$ cat src/rtl/core/afb_pkg.sv
package afb_pkg;

    // Batch capacity and derived widths
    localparam int BATCH_MAX     = 64;
    localparam int DEFAULT_BATCH = 20;
    localparam int FILL_W        = $clog2(BATCH_MAX + 1);
    localparam int IDX_W         = (BATCH_MAX > 1) ? $clog2(BATCH_MAX) : 1;
    localparam int ADDR_W        = IDX_W + 1;
    localparam int RAM_DEPTH     = 2 ** ADDR_W;

    localparam logic [FILL_W-1:0] FILL_MAX = FILL_W'(BATCH_MAX);

    // Command codes
    localparam logic [1:0] CMD_PACKET = 2'd0;
    localparam logic [1:0] CMD_TICK   = 2'd1;
    localparam logic [1:0] CMD_FLUSH  = 2'd2;

    // Register indexes
    localparam logic [1:0] REG_BATCH_COUNT  = 2'd0;
    localparam logic [1:0] REG_MAX_INTERVAL = 2'd1;
    localparam logic [1:0] REG_SINK_ENABLED = 2'd2;

    typedef struct packed {
        logic [6:0]  batch_count;
        logic [15:0] max_interval_ms;
        logic        sink_enabled;
    } t_cfg;

    // One stored arrival record
    typedef struct packed {
        logic [15:0] frame_seq;
        logic [15:0] pkt_index;
        logic [15:0] rx_size;
        logic [31:0] offset;
    } t_entry;

    localparam int ENTRY_W = $bits(t_entry);

    // Drain job handed from front to back
    typedef struct packed {
        logic              bank;
        logic [FILL_W-1:0] count;
    } t_job;

    typedef struct packed {
        logic              we;
        logic [ADDR_W-1:0] addr;
        t_entry            data;
    } t_ram_wr;

    typedef struct packed {
        t_entry     entry;
        logic [6:0] count;
        logic       last;
    } t_rec;

endpackage

$ cat src/rtl/core/afb_front.sv
module afb_front
    import afb_pkg::*;
(
    input  logic        i_clk,
    input  logic        i_rst_n,
    input  t_cfg        i_cfg,
    input  logic        i_fire,
    input  logic [1:0]  i_command,
    input  logic [15:0] i_frame_seq,
    input  logic [15:0] i_pkt_index,
    input  logic [15:0] i_rx_size,
    input  logic [62:0] i_arrival_time_us,
    output t_ram_wr     o_wr,
    output logic        o_job_push,
    output t_job        o_job
);

    logic [FILL_W-1:0] r_fill, n_fill;
    logic [31:0]       r_epoch, n_epoch;
    logic              r_epoch_valid, n_epoch_valid;
    logic [31:0]       r_elapsed, n_elapsed;
    logic              r_sent_once, n_sent_once;
    logic              r_bank, n_bank;

    // Effective count threshold
    int thr;
    always_comb begin
        thr = (i_cfg.batch_count == '0) ? DEFAULT_BATCH : int'(i_cfg.batch_count);
        if (thr > BATCH_MAX) begin
            thr = BATCH_MAX;
        end
    end

    // Command decode, append and batch trigger
    always_comb begin
        logic [FILL_W-1:0] fill_a;
        logic [31:0]       el_a;
        logic [31:0]       epoch_use;
        logic              timer_on;
        logic              due;

        n_fill        = r_fill;
        n_epoch       = r_epoch;
        n_epoch_valid = r_epoch_valid;
        n_elapsed     = r_elapsed;
        n_sent_once   = r_sent_once;
        n_bank        = r_bank;

        fill_a    = r_fill;
        el_a      = r_elapsed;
        due       = 1'b0;
        timer_on  = (i_cfg.max_interval_ms != '0);
        epoch_use = r_epoch_valid ? r_epoch : i_arrival_time_us[31:0];

        o_wr.we             = 1'b0;
        o_wr.addr           = {r_bank, r_fill[IDX_W-1:0]};
        o_wr.data.frame_seq = i_frame_seq;
        o_wr.data.pkt_index = i_pkt_index;
        o_wr.data.rx_size   = i_rx_size;
        o_wr.data.offset    = i_arrival_time_us[31:0] - epoch_use;

        o_job_push = 1'b0;
        o_job.bank = r_bank;
        o_job.count = r_fill;

        if (i_fire) begin
            case (i_command)
                CMD_PACKET: begin
                    n_epoch       = epoch_use;
                    n_epoch_valid = 1'b1;
                    if (r_fill == '0 && !r_sent_once) begin
                        el_a = '0;
                    end
                    if (r_fill < FILL_MAX) begin
                        o_wr.we = 1'b1;
                        fill_a  = r_fill + 1'b1;
                    end
                    due = (int'(fill_a) >= thr) ||
                          (timer_on && el_a >= {16'b0, i_cfg.max_interval_ms});
                end
                CMD_TICK: begin
                    if (r_elapsed != '1) begin
                        el_a = r_elapsed + 32'd1;
                    end
                    due = (r_fill != '0) && timer_on &&
                          (el_a >= {16'b0, i_cfg.max_interval_ms});
                end
                CMD_FLUSH: begin
                    due = (r_fill != '0);
                end
                default: begin
                end
            endcase

            n_fill    = fill_a;
            n_elapsed = el_a;

            // Emit to the back end, or drop when the sink is off
            if (due) begin
                n_fill = '0;
                if (i_cfg.sink_enabled) begin
                    o_job_push  = 1'b1;
                    o_job.count = fill_a;
                    n_bank      = ~r_bank;
                    n_elapsed   = '0;
                    n_sent_once = 1'b1;
                end
            end
        end
    end

    always_ff @(posedge i_clk) begin
        if (!i_rst_n) begin
            r_fill        <= '0;
            r_epoch       <= '0;
            r_epoch_valid <= 1'b0;
            r_elapsed     <= '0;
            r_sent_once   <= 1'b0;
            r_bank        <= 1'b0;
        end else begin
            r_fill        <= n_fill;
            r_epoch       <= n_epoch;
            r_epoch_valid <= n_epoch_valid;
            r_elapsed     <= n_elapsed;
            r_sent_once   <= n_sent_once;
            r_bank        <= n_bank;
        end
    end

endmodule

$ cat config.mk
export PLATFORM = sky130hd
export DESIGN_NAME = afb_front
export DESIGN_NICKNAME = d
export VERILOG_FILES = /design/src/rtl/core/afb_pkg.sv /design/src/rtl/core/afb_front.sv
export SDC_FILE = /design/constraint.sdc
export NUM_CORES = 1
export LEC_CHECK = 0
export BUFFER_PORTS_ARGS = -buffer_cell sky130_fd_sc_hd__clkbuf_2
export CORE_UTILIZATION = 53
export DETAILED_ROUTE_END_ITERATION = 10
export HOLD_SLACK_MARGIN = 0.12
export PLACE_DENSITY = 0.8
export SYNTH_ARGS = -nofsm -noshare
export SYNTH_HDL_FRONTEND = slang
export SYNTH_SLANG_ARGS = --single-unit
$ cat constraint.sdc
create_clock -name i_clk -period 8.8 [get_ports i_clk]
set_clock_uncertainty 0.15 [all_clocks]
set_input_delay 2.64 -clock i_clk [delete_from_list [all_inputs] [get_ports i_clk]]
set_output_delay 2.64 -clock i_clk [all_outputs]
set_load 0.005 [all_outputs]
==> results.ini <==
[outcome]
outcome=complete, no violations

[logic_synthesis]
async_reset_ff_share_pct=0
mapped_cells=984
post_synth_num_cell_types=73
synthesis.area_per_instance_um2=7.760
synth_area_um2=7636
ys_seq_area_share_pct=19.40
yosysWarningCount=0
synth_flop_cell=sky130_fd_sc_hd__dfxtp_1
ys_ff_latch=74
synth_enable_flop_cells=0
synth.net_count=1198

[cells_and_area]
finalNetCount=1222
area_delta_synth_final_pct=6.685
antenna_cells_inserted=0
layout_cell_share_with_drive_strength_beyond_1_pct=15.60
stdcell_count=1193
finish.utilization_pct=58.24
finalInstanceArea_um2=8147

[worst_hold_path]
hold_class=reg2reg

[timing]
grt_setup_unrepaired=false
fmax_ghz=0.1178
max_slew_margin_pct=26.51
setup_total_negative_slack_ns=0
hold-worst-slack_ns=0.3174
min_period_over_period_pct=96.46
setup_violations=0
min_period_ns=8.489
timing_worst_slew_pin_value_ns=1.102
maxSlewViolCount=0
final_hold_viol_count=0

[critical_path]
critical_path.cell_chain=clkbuf_2, mux2i_1, ha_1, nor2b_1, o31a_1, o31ai_1, buf_4, o31ai_1, o41a_1, a211oi_2, o311ai_0, a21oi_1, xnor2_1, clkbuf_2
critical_path_peak_fanout=4
crit_path_max_incr_delay_ns=0.49
worst_ep_required_time_ns=6.01
cp_data_arrival_time_ns=5.70
critical_path.endpoint_type=output pin
worstSetupStartpointType=primary input
cp_delay_by_family_top=compound AO/OA/AOI/OAI gates
cp.buffers_inverters=3
critical-path-slowest-cell=sky130_fd_sc_hd__o41a_1
timing_worst_setup_path_type=in2out

[drt]
met3_length_um=1272
routed-wl-met2_um=8462
drt_first_pass_iters=5
route.antenna.remaining_nets=0
post_drt_wl_per_cell_um=15.77
detail_route.vias_per_cell=6.012
drcViolationCount=0
route.layer.met1.wl_um=8704
drt-initial-drc-count=554
route.top_layer_used=met4
num_vias=7172
wirelength_um=18820

[global_route]
global_route_wire_length_before_repair_um=31310
largest_net_degree_at_the_start_of_global_routing=64
via_count_of_the_first_global_routing_pass=6576
groute.usage.overall_pct=26.18
grt_overflow_total=0
number_of_antenna_violations_at_the_first_check_in_global_routing=0

[pwr]
max-vdd-ir-drop_uv=94.77
seqPwrFrac_pct=34.4
clkPwrFrac_pct=37.4
power.switching_uw=313.7
static-leakage-power_uw=0.003559
switching_fraction_pct=30.71
p_comb_share_pct=28.3
internal_dissipation_uw=707.8
power_per_cell_area_nw_per_um2=125.4

[cts]
cts.sink_count=74
cts.htree.levels=3
post_cts_buffers=0
cts.clk_slew.worst_paths_ns=0.05
max-clock-path-buffers=2
clockRootBuffer=sky130_fd_sc_hd__clkbuf_16
cts_inserted_buffers=9
clock_tree_from_tritoncts=built
clock_latency_ns=0.35

[floorplanning]
die_x_um=122.0
core_um2=13990
floorplan.die_area_um2=14890
floorplan.io_pins=237
std_cell_rows=43
initial_utilization_pct=54.59
die_y_um=122.0

[placement]
place_congestion=0.9308
buffer_ports.inserted=109
placed_area_um2=7836
dpl.hpwl_um=14100
placed_cells=1177

[job]
drv.max_cap_violation_count=0

-- placed cells by master, fill, tap and decap left out, types with 10 or more instances in the layout --
cell type                  count
sky130_fd_sc_hd__o21ai_0      29
sky130_fd_sc_hd__a21oi_1      39
sky130_fd_sc_hd__ha_1         73
sky130_fd_sc_hd__o21a_1       14
sky130_fd_sc_hd__a21o_1       29
sky130_fd_sc_hd__a221o_1      10
sky130_fd_sc_hd__nor3_1       31
sky130_fd_sc_hd__dfxtp_1      73
sky130_fd_sc_hd__xnor2_1      32
sky130_fd_sc_hd__nor2b_1      11
sky130_fd_sc_hd__a22o_1       11
sky130_fd_sc_hd__nand3_1      27
sky130_fd_sc_hd__a211oi_1     41
sky130_fd_sc_hd__mux2i_1      32
sky130_fd_sc_hd__nand2_1      67
sky130_fd_sc_hd__clkbuf_2    109
sky130_fd_sc_hd__nor4_1       19
sky130_fd_sc_hd__nand4_1      22
sky130_fd_sc_hd__buf_4        13
sky130_fd_sc_hd__xor2_1       26
sky130_fd_sc_hd__and2_1       19
sky130_fd_sc_hd__o31ai_1      10
sky130_fd_sc_hd__inv_1        46
sky130_fd_sc_hd__nor2_1       96
-- registers in the layout, summed over array words and instances (netlist names) --
register / count
r_elapsed: 32
r_epoch: 32
r_fill: 7
r_bank: 1
r_epoch_valid: 1
r_sent_once: 1
-- power groups by stage --
stage | registers [µW] | clock network, µW | logic (µW)
6_report | 351 | 382 | 289
3_5_place_dp | 358 | 0 | 284
3_3_place_gp | 358 | 0 | 281
2_1_floorplan | 354 | 0 | 211
4_1_cts | 351 | 390 | 287
5_1_grt | 352 | 402 | 322
-- timing repair --
item,in CTS,in global routing
hold buffers,0,0
endpoints found under the setup margin,0,2
hold endpoints to repair,0,0
gates resized for setup,0,2
-- worst paths after layout --
kind | from | to | slack (ns) | cells past startpoint
worst max-delay path | i_arrival_time_us[1] | o_wr[31] | 0.31 | 14
worst min-delay path | r_epoch[0]$_SDFFE_PN0P_ | r_epoch[0]$_SDFFE_PN0P_ | 0.32 | 2
worst max register to register | r_elapsed[20]$_SDFFE_PN0P_ | r_elapsed[8]$_SDFFE_PN0P_ | 2.60 | 18
worst min register to register | r_epoch[0]$_SDFFE_PN0P_ | r_epoch[0]$_SDFFE_PN0P_ | 0.32 | 2
-- area by class of cell --
cell class                      count  area, µm²
Fill cell                        1270       5842
Multi-Input combinational cell    755       5324
Sequential cell                    74       1483
Timing Repair Buffer              122      643.1
Clock buffer                       14      264.0
Tap cell                          180      225.2
Inverter                           46      172.7
Clock inverter                      2      35.03
-- per-stage QoR --
step                      power (µW)  setup slack, ns
final                           1022           0.3113
after global routing            1076          0.01154
after CTS                       1028           0.2286
after detailed placement       642.4           0.2553
after global placement         638.9           0.2874
after floorplan                565.6           0.6897
-- cells in the mapped netlist, drive strengths merged (7+ instances only) --
library cell	n	area (µm²)
nor2	98	377.9
xor2	26	227.7
or3	8	50.05
ha	73	913.4
and2	20	125.1
a21o	29	217.7
a22o	11	96.34
and4	7	61.31
nand3	27	135.1
dfxtp	74	1481
o21ai	36	191.4
nand2b	8	50.05
a211oi	44	340.3
o21a	14	105.1
nand2	67	251.5
xnor2	32	280.3
o31ai	11	96.34
mux2i	32	320.3
nor4	20	131.4
nor3	32	165.2
nor2b	11	68.82
a21oi	39	195.2
nand4	22	137.6
clkbuf	36	136.4
inv	46	172.7
a221o	10	100.1
buf	73	534.3
-- cells by family (layout without fill, tap and decap cells) --
| family | after synthesis | count (layout) | share of synthesized area, % |
|---|---|---|---|
| AO/OA/AOI/OAI | 241 | 241 | 22.84 |
| XOR/XNOR | 58 | 58 | 6.653 |
| adder cells (fa/ha/maj) | 74 | 74 | 12.22 |
| buffers and inverters | 155 | 184 | 11.04 |
| flip-flops | 74 | 74 | 19.40 |
| multiplexers | 34 | 34 | 4.490 |
| AND/OR/NAND/NOR | 348 | 348 | 23.35 |
-- worst register-to-register path, delay by kind of cell, from the launching register on --
family                   cells  cell delay, ns
AO/OA/AOI/OAI                8            2.56
adder cells (fa/ha/maj)      1            0.28
XOR/XNOR                     1            0.23
flip-flops                   1            0.42
AND/OR/NAND/NOR              8            2.50
-- metal layers --
| layer | vias to the layer above | global-route usage (%) |
|---|---|---|
| li1 | 3610 | - |
| met1 | 3305 | 34.64 |
| met2 | 226 | 41.74 |
| met3 | 31 | 5.805 |
| met4 | 0 | 8.796 |
| met5 | - | 0 |
(Power assumes the default switching activity.)
