===== src/rtl/core/afb_ram.sv =====
module afb_ram #(
    parameter int WIDTH = 8,
    parameter int DEPTH = 16
) (
    input  logic                     i_clk,
    input  logic                     i_we,
    input  logic [$clog2(DEPTH)-1:0] i_waddr,
    input  logic [WIDTH-1:0]         i_wdata,
    input  logic                     i_re,
    input  logic [$clog2(DEPTH)-1:0] i_raddr,
    output logic [WIDTH-1:0]         o_rdata
);

    logic [WIDTH-1:0] r_mem [DEPTH];
    logic [WIDTH-1:0] r_rdata;

    always_ff @(posedge i_clk) begin
        if (i_we) begin
            r_mem[i_waddr] <= i_wdata;
        end
        if (i_re) begin
            r_rdata <= r_mem[i_raddr];
        end
    end

    assign o_rdata = r_rdata;

endmodule


===== config.mk =====
export PLATFORM = sky130hd
export DESIGN_NAME = afb_ram
export DESIGN_NICKNAME = d
export VERILOG_FILES = /design/src/rtl/core/afb_ram.sv
export SDC_FILE = /design/constraint.sdc
export NUM_CORES = 1
export LEC_CHECK = 0
export BUFFER_PORTS_ARGS = -buffer_cell sky130_fd_sc_hd__clkbuf_2
export CORE_ASPECT_RATIO = 0.5
export CORE_UTILIZATION = 30
export DETAILED_ROUTE_END_ITERATION = 10
export PLACE_DENSITY = 0.51
export SYNTH_ARGS = -nofsm -noshare
export SYNTH_HDL_FRONTEND = slang
export SYNTH_SLANG_ARGS = --single-unit

===== constraint.sdc =====
create_clock -name i_clk -period 2.7 [get_ports i_clk]
set_input_delay 0.675 -clock i_clk [delete_from_list [all_inputs] [get_ports i_clk]]
set_output_delay 0.675 -clock i_clk [all_outputs]
set_load 0.05 [all_outputs]

==> results of run 1 <==
worst paths after layout:
check                                            from                     end
worst max-delay path                       i_raddr[1]    o_rdata[0]$_DFFE_PP_
worst min register to register  r_mem[8][4]$_DFFE_PP_    o_rdata[4]$_DFFE_PP_
worst max register to register  r_mem[1][0]$_DFFE_PP_    o_rdata[0]$_DFFE_PP_
worst min-delay path                       i_wdata[4]  r_mem[13][4]$_DFFE_PP_
worst register-to-register path: cells and delay by family, from the launching register on:
family | cells | cell delay [ps]
compound gates | 1 | 240
flops | 1 | 340
mux | 1 | 500
simple gates | 1 | 120
final cells by class:
class,instances,area [um2]
multi-input combinational,83,1057
clock buffer,17,425.4
sequential,136,4084
fill,1486,10350
clock inverter,15,231.5
tap,227,284.0
timing repair buffer,46,292.8
layer usage:
metal | vias up | part of all wire [%] | global-route usage [%] | routed length, um
li1 | 1093 | - | - | -
met3 | 6 | 4.4 | 3.938 | 451
met1 | 1280 | 47 | 15.45 | 4764
met2 | 59 | 48 | 19.33 | 4923
met4 | 0 | 0.64 | 3.629 | 65
met5 | - | 0 | 0 | 0
power by group:
part           switching (mW)  internal (mW)  leakage (nW)  total [mW]
Clock                   0.836           1.72         0.317        2.55
Combinational           0.155         0.0913         0.588       0.246
Sequential             0.0139           2.38          1.24        2.39
Total                    1.01           4.19          2.14        5.19
cell families (layout without fill, tap and decap cells):
| group | after synthesis | count (layout) | share of synthesized area (%) |
|---|---|---|---|
| AOI/OAI and AO/OA | 16 | 16 | 2.298 |
| buffers and inverters | 10 | 78 | 1.651 |
| DFF | 136 | 136 | 78.12 |
| muxes | 32 | 32 | 14.79 |
| and+or+nand+nor | 35 | 35 | 3.136 |
through the flow:
stage                     std cells  cell area, um2
after CTS                       524            6375
after global placement          492            5718
final                           524            6375
after global routing            524            6375
after floorplan                 229            5228
after detailed placement        492            5718
registers in the layout, indices dropped and copies added, names as in the netlist:
| name | flops |
|---|---|
| o_rdata | 8 |
| r_mem | 128 |
cell usage after synthesis:
| cell | instances | area, um2 |
|---|---|---|
| a22oi_1 | 16 | 120.1 |
| and2_1 | 1 | 6.260 |
| and2b_1 | 1 | 7.510 |
| buf_2 | 3 | 15.01 |
| buf_4 | 1 | 7.510 |
| buf_6 | 3 | 33.78 |
| clkdlybuf4s25_2 | 3 | 30.03 |
| edfxtp_1 | 136 | 4084 |
| mux4_1 | 14 | 367.9 |
| mux4_2 | 18 | 405.4 |
| nand2_1 | 9 | 33.78 |
| nand2b_1 | 2 | 12.51 |
| nand3_1 | 1 | 5.000 |
| nand3b_1 | 2 | 15.01 |
| nor2_1 | 13 | 48.80 |
| nor2b_1 | 1 | 6.260 |
| nor3_1 | 4 | 20.02 |
| or3b_2 | 1 | 8.760 |
==> out/qor.json, run 1 <==
{
  "status": {"value": "finished clean"},
  "synth-seq-area-share": {"value": 78.12, "unit": "%"},
  "clock_insertion_delay_worst_skew": {"value": 420, "unit": "ps"},
  "num_antenna_cells": {"value": 0},
  "synth.ff_latch_count": {"value": 136},
  "warning_count_from_the_yosys_run": {"value": 0},
  "fin_tns_setup": {"value": 0, "unit": "ps"},
  "hold_slack": {"value": 661.0, "unit": "ps"},
  "slew_headroom": {"value": 52.69, "unit": "%"},
  "layout.cells.most_common": {"value": "edfxtp_1"},
  "track_usage": {"value": 11.97, "unit": "%"},
  "final-max-slew-violation-count": {"value": 0},
  "grt_start_max_net_pins": {"value": 33},
  "crit_chain": {"value": "clkbuf_2, buf_4, mux4_1, a22oi_1, nand2_1"},
  "post-dp-hpwl": {"value": 6781, "unit": "um"},
  "mostFrequentLayoutCells": {"value": "136 x edfxtp_1, 26 x clkbuf_2, 19 x buf_4"},
  "timing.reg2reg.setup_slack": {"value": 1210, "unit": "ps"},
  "worst-setup-path-type": {"value": "primary input to flip-flop"},
  "antenna_violations_before_repair": {"value": 0},
  "hold_violations": {"value": 0},
  "setup_slack": {"value": 847.6, "unit": "ps"},
  "final.period_utilization": {"value": 68.61, "unit": "%"},
  "die_h": {"value": 95.34, "unit": "um"},
  "globalRoute.totalOverflow": {"value": 0},
  "chipWidth": {"value": 188.7, "unit": "um"},
  "depth_of_the_most_critical_reg_to_reg_path": {"value": 3},
  "worstPathRequired": {"value": 2840, "unit": "ps"},
  "synth.net_count": {"value": 248},
  "ctsHoldBuffers": {"value": 0},
  "postRouteWirelength": {"value": 10210, "unit": "um"},
  "hold-path-cell-count": {"value": 1},
  "cts.sinks": {"value": 136},
  "tritoncts_clock_tree": {"value": "built"},
  "dp_slack": {"value": 389.3, "unit": "ps"},
  "leakagePower": {"value": 2.142, "unit": "nW"},
  "synth.lib_cells_used.distinct": {"value": 18},
  "core.rowCount": {"value": 33},
  "routed_via_density": {"value": 4.653},
  "drc": {"value": 0},
  "end_kind": {"value": "flip-flop"},
  "cts_max_path_buffers": {"value": 2},
  "synthesis.area": {"value": 5228, "unit": "um2"},
  "initial_utilization": {"value": 31.26, "unit": "%"},
  "design.core.area": {"value": 16720, "unit": "um2"},
  "holdCritPathClass": {"value": "primary input to flip-flop"},
  "clk_pin_slew": {"value": 60, "unit": "ps"},
  "cpLargestDelayFamily": {"value": "buffers and inverters"},
  "cap_viol_max_count": {"value": 0},
  "postCtsResizedCells": {"value": 0},
  "grt_first_pass_wirelength": {"value": 15100, "unit": "um"},
  "gpl_wtd_cong": {"value": 0.7576},
  "fp.dieArea": {"value": 17990, "unit": "um2"},
  "totalPowerFinal": {"value": 5.193, "unit": "mW"},
  "cp_slowest_stage_delay": {"value": 360, "unit": "ps"},
  "p_per_area": {"value": 814.7, "unit": "nW/um2"},
  "critPathBufInv": {"value": 2},
  "cts_root_buf": {"value": "clkbuf_16"},
  "timing.critical_path.depth": {"value": 5},
  "max_slew.worst_pin.slew": {"value": 708.1, "unit": "ps"},
  "worst-path-max-fanout": {"value": 15},
  "finalSetupViolations": {"value": 0},
  "final_antenna_net_count": {"value": 0},
  "syn_to_final_growth": {"value": 21.95, "unit": "%"},
  "drtPass1Iterations": {"value": 5},
  "cts_inserted_buffers": {"value": 17},
  "io_pins": {"value": 27},
  "nets": {"value": 303},
  "crit_path_top_delay_cell": {"value": "clkbuf_2"},
  "drt_iter0_markers": {"value": 243},
  "post-cts-setup-buffers": {"value": 0},
  "worst-endpoint-arrival": {"value": 1990, "unit": "ps"},
  "finalCoreUtilization": {"value": 38.12, "unit": "%"},
  "synth_area_per_cell": {"value": 22.83, "unit": "um2"},
  "finalWorstPathRequiredPeriod": {"value": 1852, "unit": "ps"},
  "cts_max_level": {"value": 4},
  "routed-via-count": {"value": 2438},
  "finalClockSkew": {"value": 16.61, "unit": "ps"},
  "layout-drive-gt1-share": {"value": 31.99, "unit": "%"},
  "detail_route.wl_per_cell": {"value": 19.48, "unit": "um"},
  "ir_worst_vdd": {"value": 349.8, "unit": "uV"},
  "grt_pass1_vias": {"value": 2518},
  "startpoint_type": {"value": "primary input"},
  "grt_setup_unrepaired": {"value": "no"},
  "max_freq": {"value": 539.8, "unit": "MHz"},
  "syn-instance-count": {"value": 229},
  "io_buffers": {"value": 26}
}
(Power assumes the default switching activity.)
==> inputs of run 2 (changes only) <==
==> constraint.sdc (replaced) <==
create_clock -name i_clk -period 1.9 [get_ports i_clk]
set_input_delay 0.475 -clock i_clk [delete_from_list [all_inputs] [get_ports i_clk]]
set_output_delay 0.475 -clock i_clk [all_outputs]
set_load 0.05 [all_outputs]
==> run 2 against run 1 <==
Against the previous run: clock power up 18%; setup slack worse by 590 ps; global-route usage is 0.87 points higher; utilization grew 0.13 points; highest routed layer unchanged.
==> out/qor.json, run 2 (same netlist as run 1, synthesis figures left out) <==
{
  "status": {"value": "finished clean"},
  "ir_worst_vdd": {"value": 550.3, "unit": "uV", "change": "+57%"},
  "grt_setup_unrepaired": {"value": "no"},
  "cts_max_level": {"value": 4, "change": "unchanged"},
  "worst-endpoint-arrival": {"value": 1800, "unit": "ps", "change": "-190 ps"},
  "post-dp-hpwl": {"value": 6755, "unit": "um", "change": "-0.38%"},
  "cts_inserted_buffers": {"value": 17, "change": "unchanged"},
  "holdCritPathClass": {"value": "primary input to flip-flop"},
  "clk_pin_slew": {"value": 60, "unit": "ps", "change": "about the same"},
  "worst-path-max-fanout": {"value": 18, "change": "+3"},
  "holdPathEnd": {"value": "o_rdata[3]$_DFFE_PP_"},
  "syn_to_final_growth": {"value": 22.38, "unit": "%"},
  "antenna_violations_before_repair": {"value": 0, "change": "unchanged"},
  "mostFrequentLayoutCells": {"value": "136 x edfxtp_1, 27 x buf_4, 26 x clkbuf_2"},
  "regMostFlops": {"value": "r_mem"},
  "globalRoute.totalOverflow": {"value": 0, "change": "unchanged"},
  "finalClockSkew": {"value": 8.026, "unit": "ps", "change": "-8.586 ps"},
  "hold_violations": {"value": 0, "change": "unchanged"},
  "final.period_utilization": {"value": 86.61, "unit": "%"},
  "num_antenna_cells": {"value": 0, "change": "unchanged"},
  "track_usage": {"value": 12.83, "unit": "%", "change": "+0.87 points"},
  "worst-setup-path-type": {"value": "primary input to flip-flop"},
  "min_from": {"value": "i_re"},
  "die_h": {"value": 95.34, "unit": "um", "change": "unchanged"},
  "finalWorstPathRequiredPeriod": {"value": 1646, "unit": "ps"},
  "routed-via-count": {"value": 2488, "change": "+2.1%"},
  "max_slew.worst_pin.slew": {"value": 723.1, "unit": "ps", "change": "+14.94 ps"},
  "dp.cells": {"value": 503, "change": "+2.2%"},
  "cap_viol_max_count": {"value": 0, "change": "unchanged"},
  "design.core.area": {"value": 16720, "unit": "um2", "change": "unchanged"},
  "chipWidth": {"value": 188.7, "unit": "um", "change": "unchanged"},
  "cts_root_buf": {"value": "clkbuf_16"},
  "cts_max_path_buffers": {"value": 2, "change": "unchanged"},
  "timing.reg2reg.setup_slack": {"value": 320, "unit": "ps", "change": "-890 ps"},
  "io_pins": {"value": 27, "change": "unchanged"},
  "hold-path-cell-count": {"value": 1, "change": "unchanged"},
  "drc": {"value": 0, "change": "unchanged"},
  "grt_first_pass_wirelength": {"value": 15950, "unit": "um", "change": "+5.7%"},
  "layout.cells.most_common": {"value": "edfxtp_1"},
  "clock_insertion_delay_worst_skew": {"value": 410, "unit": "ps", "change": "about the same"},
  "flip_flop_count_of_the_largest_register_all_copies_and_words_added": {"value": 128, "change": "unchanged"},
  "depth_of_the_most_critical_reg_to_reg_path": {"value": 3, "change": "unchanged"},
  "ctsHoldBuffers": {"value": 0, "change": "unchanged"},
  "layout-drive-gt1-share": {"value": 35.39, "unit": "%", "change": "+3.4 points"},
  "drtPass1Iterations": {"value": 4, "change": "-1"},
  "slew_headroom": {"value": 51.70, "unit": "%", "change": "-1.0 points"},
  "regToRegStartpoint": {"value": "r_mem[1][5]$_DFFE_PP_"},
  "detail_route.wl_per_cell": {"value": 19.57, "unit": "um", "change": "+0.49%"},
  "final_antenna_net_count": {"value": 0, "change": "unchanged"},
  "fill_cells": {"value": 1494, "change": "+0.54%"},
  "cts.sinks": {"value": 136, "change": "unchanged"},
  "worstPathRequired": {"value": 2050, "unit": "ps", "change": "-790 ps"},
  "gpl_wtd_cong": {"value": 0.7240, "change": "-4.4%"},
  "drt_iter0_markers": {"value": 227, "change": "-6.6%"},
  "nets": {"value": 314, "change": "+3.6%"},
  "initial_utilization": {"value": 31.26, "unit": "%", "change": "unchanged"},
  "finalSetupViolations": {"value": 0, "change": "unchanged"},
  "tritoncts_clock_tree": {"value": "built"},
  "max_freq": {"value": 607.7, "unit": "MHz"},
  "timing.rr.end": {"value": "o_rdata[5]$_DFFE_PP_"},
  "routed_via_density": {"value": 4.650, "change": "about the same"},
  "grt_pass1_vias": {"value": 2584, "change": "+2.6%"},
  "core.rowCount": {"value": 33, "change": "unchanged"},
  "postCtsResizedCells": {"value": 0, "change": "unchanged"},
  "p_per_area": {"value": 1063, "unit": "nW/um2", "change": "+30%"},
  "grt_start_max_net_pins": {"value": 28, "change": "-15%"},
  "startpoint_type": {"value": "primary input"},
  "fin_tns_setup": {"value": 0, "unit": "ps", "change": "unchanged"},
  "leakagePower": {"value": 2.157, "unit": "nW", "change": "+0.68%"},
  "postRouteWirelength": {"value": 10470, "unit": "um", "change": "+2.6%"},
  "end_kind": {"value": "flip-flop"},
  "instances_no_fill": {"value": 535, "change": "+2.1%"},
  "final-max-slew-violation-count": {"value": 0, "change": "unchanged"},
  "io_buffers": {"value": 26, "change": "unchanged"},
  "post-cts-setup-buffers": {"value": 0, "change": "unchanged"},
  "fp.dieArea": {"value": 17990, "unit": "um2", "change": "unchanged"}
}
==> run 2: cell count changes in the layout (fill, tap and decap cells not counted), sizes merged <==
cell | previous run | this run
buf | 20 | 31
bufinv | 6 | 1
clkinv | 7 | 8
clkinvlp | 2 | 4
inv | 0 | 2
==> run 2: how the worst max path moves through the flow <==
stage / end / slack, ps / from / cells past startpoint
final: o_rdata[1]$_DFFE_PP_ / 250 / i_raddr[0] / 5
after global routing: o_rdata[4]$_DFFE_PP_ / 210 / i_raddr[0] / 6
after CTS: o_rdata[4]$_DFFE_PP_ / 270 / i_raddr[0] / 6
after detailed placement: o_rdata[4]$_DFFE_PP_ / -170 / i_raddr[0] / 6
after global placement: o_rdata[2]$_DFFE_PP_ / -180 / i_raddr[0] / 5
after floorplan: o_rdata[1]$_DFFE_PP_ / 140 / i_raddr[0] / 5
==> run 2: routing by layer <==
metal  GRT usage, %  vias to the layer above  wire length, um
li1               -                     1115                -
met1          17.36                     1304             5081
met2          19.70                       59             4935
met3          3.754                       10              352
met4          4.839                        0              103
met5              0                        -                0
==> run 2: worst max-delay path, cell delays in order <==
cell	delay, ps
clkbuf_2	150
buf_12	190
mux4_1	570
a22oi_1	310
nand2_1	100
==> run 2: per-stage QoR <==
stage	setup WS [ps]	power [mW]	hold slack, ps	cell area [um2]	util, %
after floorplan	142.6	3.679	573.9	5233	-
after global routing	208.2	7.042	425.0	6397	38.26
after detailed placement	-174.1	3.857	743.0	5843	34.94
after global placement	-177.2	3.847	739.4	5843	34.94
after CTS	269.4	6.869	421.3	6397	38.26
final	254.4	6.798	429.1	6397	38.26
==> run 2: report_power, final <==
part	leakage, nW	switching [mW]	internal [mW]
clock network	0.265	1.22	1.79
registers	1.24	0.0157	3.38
logic	0.655	0.237	0.154
==> run 2: area by class of cell <==
class                      count  area [um2]  share of cell area, %
clock inverter                15       128.9                  2.014
timing repair buffer          57       412.9                  6.454
sequential                   136        4084                  63.84
tap                          227       284.0                  4.440
clock buffer                  17       425.4                  6.650
multi-input combinational     83        1062                  16.60
