**src/rtl/core/afb_pkg.sv**
```systemverilog
package afb_pkg;

    // Batch capacity and derived widths
    localparam int BATCH_MAX     = 64;
    localparam int DEFAULT_BATCH = 20;
    localparam int FILL_W        = $clog2(BATCH_MAX + 1);
    localparam int IDX_W         = (BATCH_MAX > 1) ? $clog2(BATCH_MAX) : 1;
    localparam int ADDR_W        = IDX_W + 1;
    localparam int RAM_DEPTH     = 2 ** ADDR_W;

    localparam logic [FILL_W-1:0] FILL_MAX = FILL_W'(BATCH_MAX);

    // Command codes
    localparam logic [1:0] CMD_PACKET = 2'd0;
    localparam logic [1:0] CMD_TICK   = 2'd1;
    localparam logic [1:0] CMD_FLUSH  = 2'd2;

    // Register indexes
    localparam logic [1:0] REG_BATCH_COUNT  = 2'd0;
    localparam logic [1:0] REG_MAX_INTERVAL = 2'd1;
    localparam logic [1:0] REG_SINK_ENABLED = 2'd2;

    typedef struct packed {
        logic [6:0]  batch_count;
        logic [15:0] max_interval_ms;
        logic        sink_enabled;
    } t_cfg;

    // One stored arrival record
    typedef struct packed {
        logic [15:0] frame_seq;
        logic [15:0] pkt_index;
        logic [15:0] rx_size;
        logic [31:0] offset;
    } t_entry;

    localparam int ENTRY_W = $bits(t_entry);

    // Drain job handed from front to back
    typedef struct packed {
        logic              bank;
        logic [FILL_W-1:0] count;
    } t_job;

    typedef struct packed {
        logic              we;
        logic [ADDR_W-1:0] addr;
        t_entry            data;
    } t_ram_wr;

    typedef struct packed {
        t_entry     entry;
        logic [6:0] count;
        logic       last;
    } t_rec;

endpackage

```
**src/rtl/core/afb_jobq.sv**
```systemverilog
module afb_jobq
    import afb_pkg::*;
(
    input  logic i_clk,
    input  logic i_rst_n,
    input  logic i_push,
    input  t_job i_job,
    input  logic i_pop,
    output logic o_full,
    output logic o_valid,
    output t_job o_head
);

    // Two entries, one per buffer bank
    t_job       r_slot [2];
    logic       r_wptr, r_rptr;
    logic [1:0] r_count;

    assign o_full  = (r_count == 2'd2);
    assign o_valid = (r_count != 2'd0);
    assign o_head  = r_slot[r_rptr];

    always_ff @(posedge i_clk) begin
        if (i_push) begin
            r_slot[r_wptr] <= i_job;
        end
    end

    always_ff @(posedge i_clk) begin
        if (!i_rst_n) begin
            r_wptr  <= 1'b0;
            r_rptr  <= 1'b0;
            r_count <= 2'd0;
        end else begin
            if (i_push) begin
                r_wptr <= ~r_wptr;
            end
            if (i_pop) begin
                r_rptr <= ~r_rptr;
            end
            r_count <= r_count + {1'b0, i_push} - {1'b0, i_pop};
        end
    end

endmodule

```
**config.mk**
```make
export PLATFORM = sky130hd
export DESIGN_NAME = afb_jobq
export DESIGN_NICKNAME = d
export VERILOG_FILES = /design/src/rtl/core/afb_pkg.sv /design/src/rtl/core/afb_jobq.sv
export SDC_FILE = /design/constraint.sdc
export NUM_CORES = 1
export LEC_CHECK = 0
export BUFFER_PORTS_ARGS = -buffer_cell sky130_fd_sc_hd__buf_2
export CAP_MARGIN = 20
export CORE_MARGIN = 2
export CORE_UTILIZATION = 52
export CTS_BUF_LIST = sky130_fd_sc_hd__clkbuf_16
export DETAILED_ROUTE_END_ITERATION = 16
export PLACE_DENSITY = 0.81
export SKIP_CTS_REPAIR_TIMING = 1
export SYNTH_ARGS = -nofsm -noshare
export SYNTH_HDL_FRONTEND = slang
export SYNTH_SLANG_ARGS = --single-unit
```
**constraint.sdc**
```tcl
create_clock -name i_clk -period 2 [get_ports i_clk]
set_input_delay 0.4 -clock i_clk [delete_from_list [all_inputs] [get_ports i_clk]]
set_output_delay 0.4 -clock i_clk [all_outputs]
set_load 0.01 [all_outputs]
```
==> results of run 1 <==
-- routing by layer --
metal  vias to the layer above  track usage  share of wire
li1                        216            -              -
met1                       217        0.158           0.40
met2                        13        0.230           0.51
met3                         5       0.0511          0.056
met4                         0        0.109          0.035
met5                         -            0              0
-- cell type report --
type	count	area [µm²]
timing repair buffer	23	120
inverter	2	7.51
tap	16	20.0
clock buffer	3	75.1
fill	116	454
sequential	21	581
multi-input combinational	22	210
clock inverter	1	3.75
-- registers in the layout (all words and copies together), names as in the netlist, named ones only --
| name | flops |
|---|---|
| r_slot | 16 |
| r_count | 2 |
| r_wptr | 1 |
| r_rptr | 1 |
-- critical path: stages (launching register included) --
cell     delay, ps
dfxtp_1        530
mux2_1         350
buf_2          140
-- final timing paths --
check,startpoint,slack [ps],end
max,flop,330,o_head[7]
min,i_job[4],340,r_slot[0][4]$_DFFE_PP_
max reg2reg,r_count[0]$_SDFF_PN0_,780,r_count[1]$_SDFF_PN0_
min reg2reg,r_wptr$_SDFFE_PN0P_,600,r_wptr$_SDFFE_PN0P_
-- logic make-up (layout without fill, tap and decap cells) --
logic type | count (synthesis) | in the layout | share of synthesized area
DFF | 21 | 21 | 0.723
and+or+nand+nor | 9 | 9 | 0.0701
buffers and inverters | 3 | 29 | 0.0156
xor gates and xnor gates | 2 | 2 | 0.0389
muxes | 8 | 8 | 0.112
AOI/OAI and AO/OA | 1 | 1 | 0.00935
adders and majority gates | 2 | 2 | 0.0311
-- power by group --
group | total [mW] | switching, mW | internal [mW]
Combinational | 0.136 | 0.0591 | 0.0764
Sequential | 0.520 | 0.0173 | 0.503
Clock | 0.407 | 0.141 | 0.266
-- stage by stage --
stage | setup slack [ps] | std cells | hold slack, ps | utilization
3_5_place_dp | 561 | 84 | 580 | 0.638
3_3_place_gp | 568 | 84 | 568 | 0.638
4_1_cts | 290 | 88 | 334 | 0.691
5_1_grt | 263 | 88 | 335 | 0.691
2_1_floorplan | 769 | 46 | 499 | -
6_report | 326 | 88 | 338 | 0.691
-- cells in the mapped netlist --
cell and instances:
nor2b_1 4, inv_1 2, and2_1 4, o21a_1 1, ha_1 2, edfxtp_1 16
buf_2 1, mux2_1 8, xor2_1 1, xnor3_1 1, or2_1 1, dfxtp_1 5
==> flow_metrics.tcl, run 1 <==
set metrics [dict create \
    power_density_nw_per_um2 1040 \
    synth_top_area_share 0.598 \
    yosysUniqueCellTypes 12 \
    worst-path-max-fanout 8 \
    tritoncts "yes" \
    dp.final_hpwl_um 865 \
    syn_inst 46 \
    place_congestion 0.586 \
    fmax_mhz 597 \
    grt_setup_unrepaired "false" \
    rows 14 \
    drt_iter0_markers 2 \
    wire_per_inst_um 13.5 \
    syn_to_final_growth_pct 26.6 \
    numCtsBuffers 3 \
    p_total_mw 1.06 \
    slew_headroom 0.763 \
    syn_nets 60 \
    setup_viol 0 \
    hold_path_depth 1 \
    layout_common_cells "buf_2 (21), edfxtp_1 (16), mux2_1 (8), dfxtp_1 (5)" \
    synth_top_area_cell "edfxtp_1" \
    drtAntennaViolNets 0 \
    htreeDepth 1 \
    grtUsageTotal 0.145 \
    grt_pass1_vias 432 \
    r2r_cells 6 \
    dpl-instance-area_um2 938 \
    dieArea_um2 1880 \
    fin_crit_ps 1670 \
    ys_seq_elements 21 \
    clkLatencyLatePin_ps 250 \
    grt_remaining_overflow 0 \
    diodes 0 \
    die_w_um 43.3 \
    num_vias 451 \
    final_common_cell "buf_2" \
    vias_per_cell 5.13 \
    drc_errors 0 \
    cts.sinks 21 \
    drv_cap 0 \
    wirelength_um 1190 \
    cp.required_ps 1600 \
    die_y_um 43.3 \
    core-area_um2 1470 \
    worstSetupEndpointType "primary output" \
    worstSetupPathType "reg -> out" \
    start_kind "flop" \
    finalHoldViolations 0 \
    fin_crit_sh 0.837 \
    p_leak_nw 0.427 \
    synth_area_um2 803 \
    cts_max_path_buffers 2 \
    antenna_found_initial 0 \
    port-buffer-count 21 \
    hold_class "in -> reg" \
    path_clk_slew_ps 50 \
    ioPinCount 22 \
    ir_drop_v 0.000731 \
    drive_gt1_frac 0.361 \
    maxSlewViolCount 0 \
    stdcell_area_um2 1020 \
    start_util 0.546 \
    firstDrtPassIters 3 \
    fin_setup_tns_ps 0 \
    worst_pin_slew_ps 356 \
    grt_pass1_wl_um 1860 \
    grt_max_degree 12 \
    cp.arrival_ps 1270 \
    ys_seq_area_frac 0.723 \
    avgSynthCellArea_um2 17.5 \
    root_buffer "clkbuf_16" \
    nets 87 \
    synth.area.top_cells "edfxtp_1 (60%), dfxtp_1 (12%), mux2_1 (11%)" \
    status "finished, final reports clean" \
    yosysWarnings 0 \
    skew_ps 1.43 \
]
No activity file was read; power rests on OpenSTA's default activity.
==> inputs of run 2 (changes only) <==
- ABC_AREA: default -> 1
- CORE_UTILIZATION: 52 -> 49
- PLACE_DENSITY: 0.81 -> 0.77
- clock period: 2 -> 1.7 ns (I/O delays scaled with it)
==> run 2 against run 1 <==
Compared with the run above: wire length up 2.4%; critical endpoint is now o_head[4]; synthesized cell count up 26%; non-clock buffer count unchanged; largest cell class unchanged; highest routed layer unchanged; critical path type unchanged.
==> flow_metrics.tcl, run 2 <==
set metrics [dict create \
    dpl-instance-area_um2 966 \
    avgSynthCellArea_um2 14.4 \
    cp.arrival_ps 1200 \
    path_clk_slew_ps 50 \
    grt_remaining_overflow 0 \
    synth_top_area_cell "edfxtp_1" \
    largest_reg_flops 16 \
    fin_crit_ps 1540 \
    drc_errors 0 \
    largestRegisters "r_slot (16), r_count (2)" \
    synth.most_common_cell "edfxtp_1" \
    htreeDepth 1 \
    cp.required_ps 1360 \
    rows 14 \
    yosysWarnings 0 \
    wire_per_inst_um 12.2 \
    synth_edf_count 16 \
    fin_crit_sh 0.905 \
    worst-path-max-fanout 8 \
    die_w_um 45.3 \
    tritoncts "yes" \
    status "finished, final reports clean" \
    place_congestion 0.631 \
    p_total_mw 1.23 \
    clkLatencyLatePin_ps 250 \
    slew_headroom 0.771 \
    die_y_um 45.3 \
    ioPinCount 22 \
    fmax_mhz 650 \
    yosys_most_used_dff "edfxtp_1" \
    numCtsBuffers 3 \
    grt_pass1_vias 473 \
    drtAntennaViolNets 0 \
    r2r_cells 8 \
    worstSetupEndpointType "primary output" \
    synth_area_um2 837 \
    hold_path_depth 1 \
    port-buffer-count 21 \
    grt_max_degree 12 \
    drv_cap 0 \
    start_util 0.537 \
    antenna_found_initial 0 \
    finalHoldViolations 0 \
    setup_viol 0 \
    syn_to_final_growth_pct 24.8 \
    start_kind "flop" \
    skew_ps 0.912 \
    worstSetupPathType "reg -> out" \
    layout_common_cells "buf_2 (21), edfxtp_1 (16), nand2_1 (9)" \
    root_buffer "clkbuf_16" \
    wirelength_um 1220 \
    ys_seq_elements 21 \
    maxSlewViolCount 0 \
    n_fill_cell 113 \
    grtUsageTotal 0.139 \
    syn_inst 58 \
    dieArea_um2 2050 \
    syn_nets 72 \
    fin_ws_ps 161 \
    diodes 0 \
    num_vias 519 \
    ir_drop_v 0.000724 \
    core-area_um2 1560 \
    firstDrtPassIters 4 \
    ys_seq_area_frac 0.694 \
    nets 99 \
    grt_setup_unrepaired "false" \
    top_register "r_slot" \
    final_common_cell "buf_2" \
    worst_pin_slew_ps 344 \
    fin_setup_tns_ps 0 \
    vias_per_cell 5.19 \
    dp_slack_ps 328 \
    power_density_nw_per_um2 1180 \
    synth_common_cells "edfxtp_1 (16), nand2_1 (9), mux2_4 (8), nor2_1 (8), inv_1 (7)" \
    synthArstFlopShare 0 \
    p_leak_nw 0.485 \
    stdcell_area_um2 1040 \
    drive_gt1_frac 0.405 \
    dp.final_hpwl_um 902 \
    drt_iter0_markers 8 \
    synth.area.top_cells "edfxtp_1 (57%), mux2_4 (14%), dfxtp_1 (12%)" \
    cts.sinks 21 \
    hold_class "in -> reg" \
    multi_input_comb_area_um2 219 \
    yosysUniqueCellTypes 10 \
    grt_pass1_wl_um 1850 \
    synth_top_area_share 0.574 \
    cts_max_path_buffers 2 \
    seqCellArea_um2 581 \
]
==> run 2: per-stage QoR <==
step           hold slack (ps)  std cells   util
3_3_place_gp               483         96  0.620
4_1_cts                    275        100  0.670
5_1_grt                    273        100  0.670
2_1_floorplan              433         58      -
6_report                   276        100  0.670
3_5_place_dp               485         96  0.620
==> run 2: area by class of cell <==
cell class                      count  share of cell area
Clock buffer                        3              0.0719
Tap cell                           16              0.0192
Multi-Input combinational cell     29               0.210
Sequential cell                    21               0.556
Inverter                            7              0.0251
Timing Repair Buffer               23               0.115
Clock inverter                      1             0.00359
==> run 2: path summary, 6_finish.rpt <==
check                            to                   from  slack, ps
max                       o_head[4]                   flop        160
min          r_slot[1][1]$_DFFE_PP_               i_job[1]        280
max reg2reg   r_count[1]$_SDFF_PN0_  r_count[0]$_SDFF_PN0_        420
min reg2reg                    flop    r_rptr$_SDFFE_PN0P_        500
==> run 2: cell families after synthesis <==
logic type      count (synthesis)  synth area share
flops                          21             0.694
simple gates                   18            0.0822
buf+inv                         8            0.0448
mux                             8             0.144
fa+ha+maj                       2            0.0299
compound gates                  1           0.00597
==> run 2: worst max-delay path, cell delays in order (launching register included) <==
cell     delay (ps)
dfxtp_1         310
buf_4           190
mux2_4          310
buf_2           140
==> run 2: routing by layer <==
| layer | vias to the layer above | global-route usage | share of wire |
|---|---|---|---|
| met5 | - | 0 | 0 |
| met4 | 0 | 0.106 | 0.033 |
| met3 | 5 | 0.0440 | 0.064 |
| met2 | 21 | 0.254 | 0.52 |
| met1 | 246 | 0.123 | 0.39 |
| li1 | 247 | - | - |
==> run 2: power breakdown <==
part / internal, mW / switching, mW / total (mW)
registers: 0.589 / 0.0113 / 0.600
logic: 0.0758 / 0.0779 / 0.154
clock network: 0.313 / 0.167 / 0.480
==> inputs of run 3 (changes only) <==
- ABC_AREA: 1 -> default
==> run 3 against run 2 <==
Compared with the run above: hold slack lost 1.0 ps; via count decreased by 16%; flip-flop and latch count stayed put; sequential power is 2% higher; highest routed layer unchanged.
==> flow_metrics.tcl, run 3 (synthesis gave the netlist of run 1 again) <==
set metrics [dict create \
    largest_reg_flops 16 \
    nets 87 \
    p_total_mw 1.26 \
    setup_viol 0 \
    grt_remaining_overflow 0 \
    holdWs_ps 275 \
    die_w_um 44.5 \
    maxSlewViolCount 0 \
    drt_iter0_markers 7 \
    fin_util 0.669 \
    dieArea_um2 1980 \
    cp.arrival_ps 1170 \
    ir_drop_v 0.000877 \
    place_congestion 0.655 \
    power_density_nw_per_um2 1230 \
    cts.sinks 21 \
    grt_setup_unrepaired "false" \
    path_cells "mux2_1 -> buf_2" \
    fin_setup_tns_ps 0 \
    grt_pass1_wl_um 1920 \
    hold_class "in -> reg" \
    grtUsageTotal 0.152 \
    drc_errors 0 \
    top_register "r_slot" \
    drv_cap 0 \
    wire_per_inst_um 13.4 \
    status "finished, final reports clean" \
    finalHoldViolations 0 \
    tritoncts "yes" \
    path_clk_slew_ps 50 \
    fin_crit_sh 0.889 \
    cts_max_path_buffers 2 \
    drtAntennaViolNets 0 \
    grt_max_degree 13 \
    drive_gt1_frac 0.389 \
    rows 14 \
    crit_path_max_incr_delay_ps 440 \
    syn_to_final_growth_pct 26.9 \
    cp.required_ps 1360 \
    worst-path-max-fanout 8 \
    cpMaxStageDelayCell "dfxtp_2" \
    core-area_um2 1520 \
    layout.cells.non_filler 88 \
    worst-path-buf-inv 1 \
    skew_ps 1.76 \
    clkLatencyLatePin_ps 250 \
    numCtsBuffers 3 \
    layout_common_cells "buf_2 (21), edfxtp_1 (16), mux2_1 (8)" \
    num_vias 438 \
    ioPinCount 22 \
    p_leak_nw 0.426 \
    port-buffer-count 21 \
    firstDrtPassIters 4 \
    htreeDepth 1 \
    wirelength_um 1180 \
    critPathTopFamily "flip-flops" \
    die_y_um 44.5 \
    worstSetupPathType "reg -> out" \
    dp.final_hpwl_um 812 \
    final_common_cell "buf_2" \
    antenna_found_initial 0 \
    placed_cells 84 \
    n_fill_cell 115 \
    grt_pass1_vias 457 \
    fin_crit_ps 1510 \
    worst_pin_slew_ps 414 \
    worstSetupEndpointType "primary output" \
    root_buffer "clkbuf_16" \
    fmax_mhz 662 \
    seqCellArea_um2 582 \
    start_util 0.527 \
    diodes 0 \
    vias_per_cell 4.98 \
    multi_input_comb_area_um2 210 \
    largestRegisters "r_slot (16), r_count (2)" \
    slew_headroom 0.724 \
    start_kind "flop" \
]
-- run 3: cell count changes in the layout (fill, tap and decap cells not counted), moves of 6 or more --
cell / previous run / this run
inv_1: 8 / 2
nor2_1: 8 / 0
mux2_4: 8 / 0
nand2_1: 9 / 0
mux2_1: 0 / 8
-- run 3: per-stage QoR --
stage / cell area, µm² / setup slack (ps)
floorplan: 803 / 529
global placement: 938 / 332
detailed placement: 938 / 308
CTS: 1020 / 35.3
global route: 1020 / 129
finish: 1020 / 188
-- run 3: routing by layer --
| metal | part of all wire | track usage | up-vias |
|---|---|---|---|
| met5 | 0 | 0 | - |
| met4 | 0.035 | 0.127 | 0 |
| met3 | 0.072 | 0.0531 | 4 |
| met2 | 0.51 | 0.258 | 13 |
| met1 | 0.38 | 0.142 | 206 |
| li1 | - | - | 215 |
-- run 3: final timing paths --
check / slack (ps) / startpoint / cells past startpoint / endpoint
worst max-delay path: 190 / flop / 2 / o_head[2]
worst min-delay path: 270 / i_job[6] / 1 / r_slot[0][6]$_DFFE_PP_
worst min register to register: 600 / r_wptr$_SDFFE_PN0P_ / 2 / r_wptr$_SDFFE_PN0P_
worst max register to register: 470 / r_count[0]$_SDFF_PN0_ / 6 / r_count[1]$_SDFF_PN0_
-- run 3: area by class of cell --
cell class,instances,share of cell area
inverter,2,0.00736
sequential,21,0.571
clock buffer,3,0.0736
tap,16,0.0196
multi-input combinational,22,0.206
timing repair buffer,23,0.118
clock inverter,1,0.00491
-- run 3: where the power goes --
part	total, mW	switching [mW]	internal [mW]
Sequential	0.614	0.0214	0.592
Combinational	0.158	0.0686	0.0897
Clock	0.485	0.170	0.315
Total	1.26	0.260	0.998
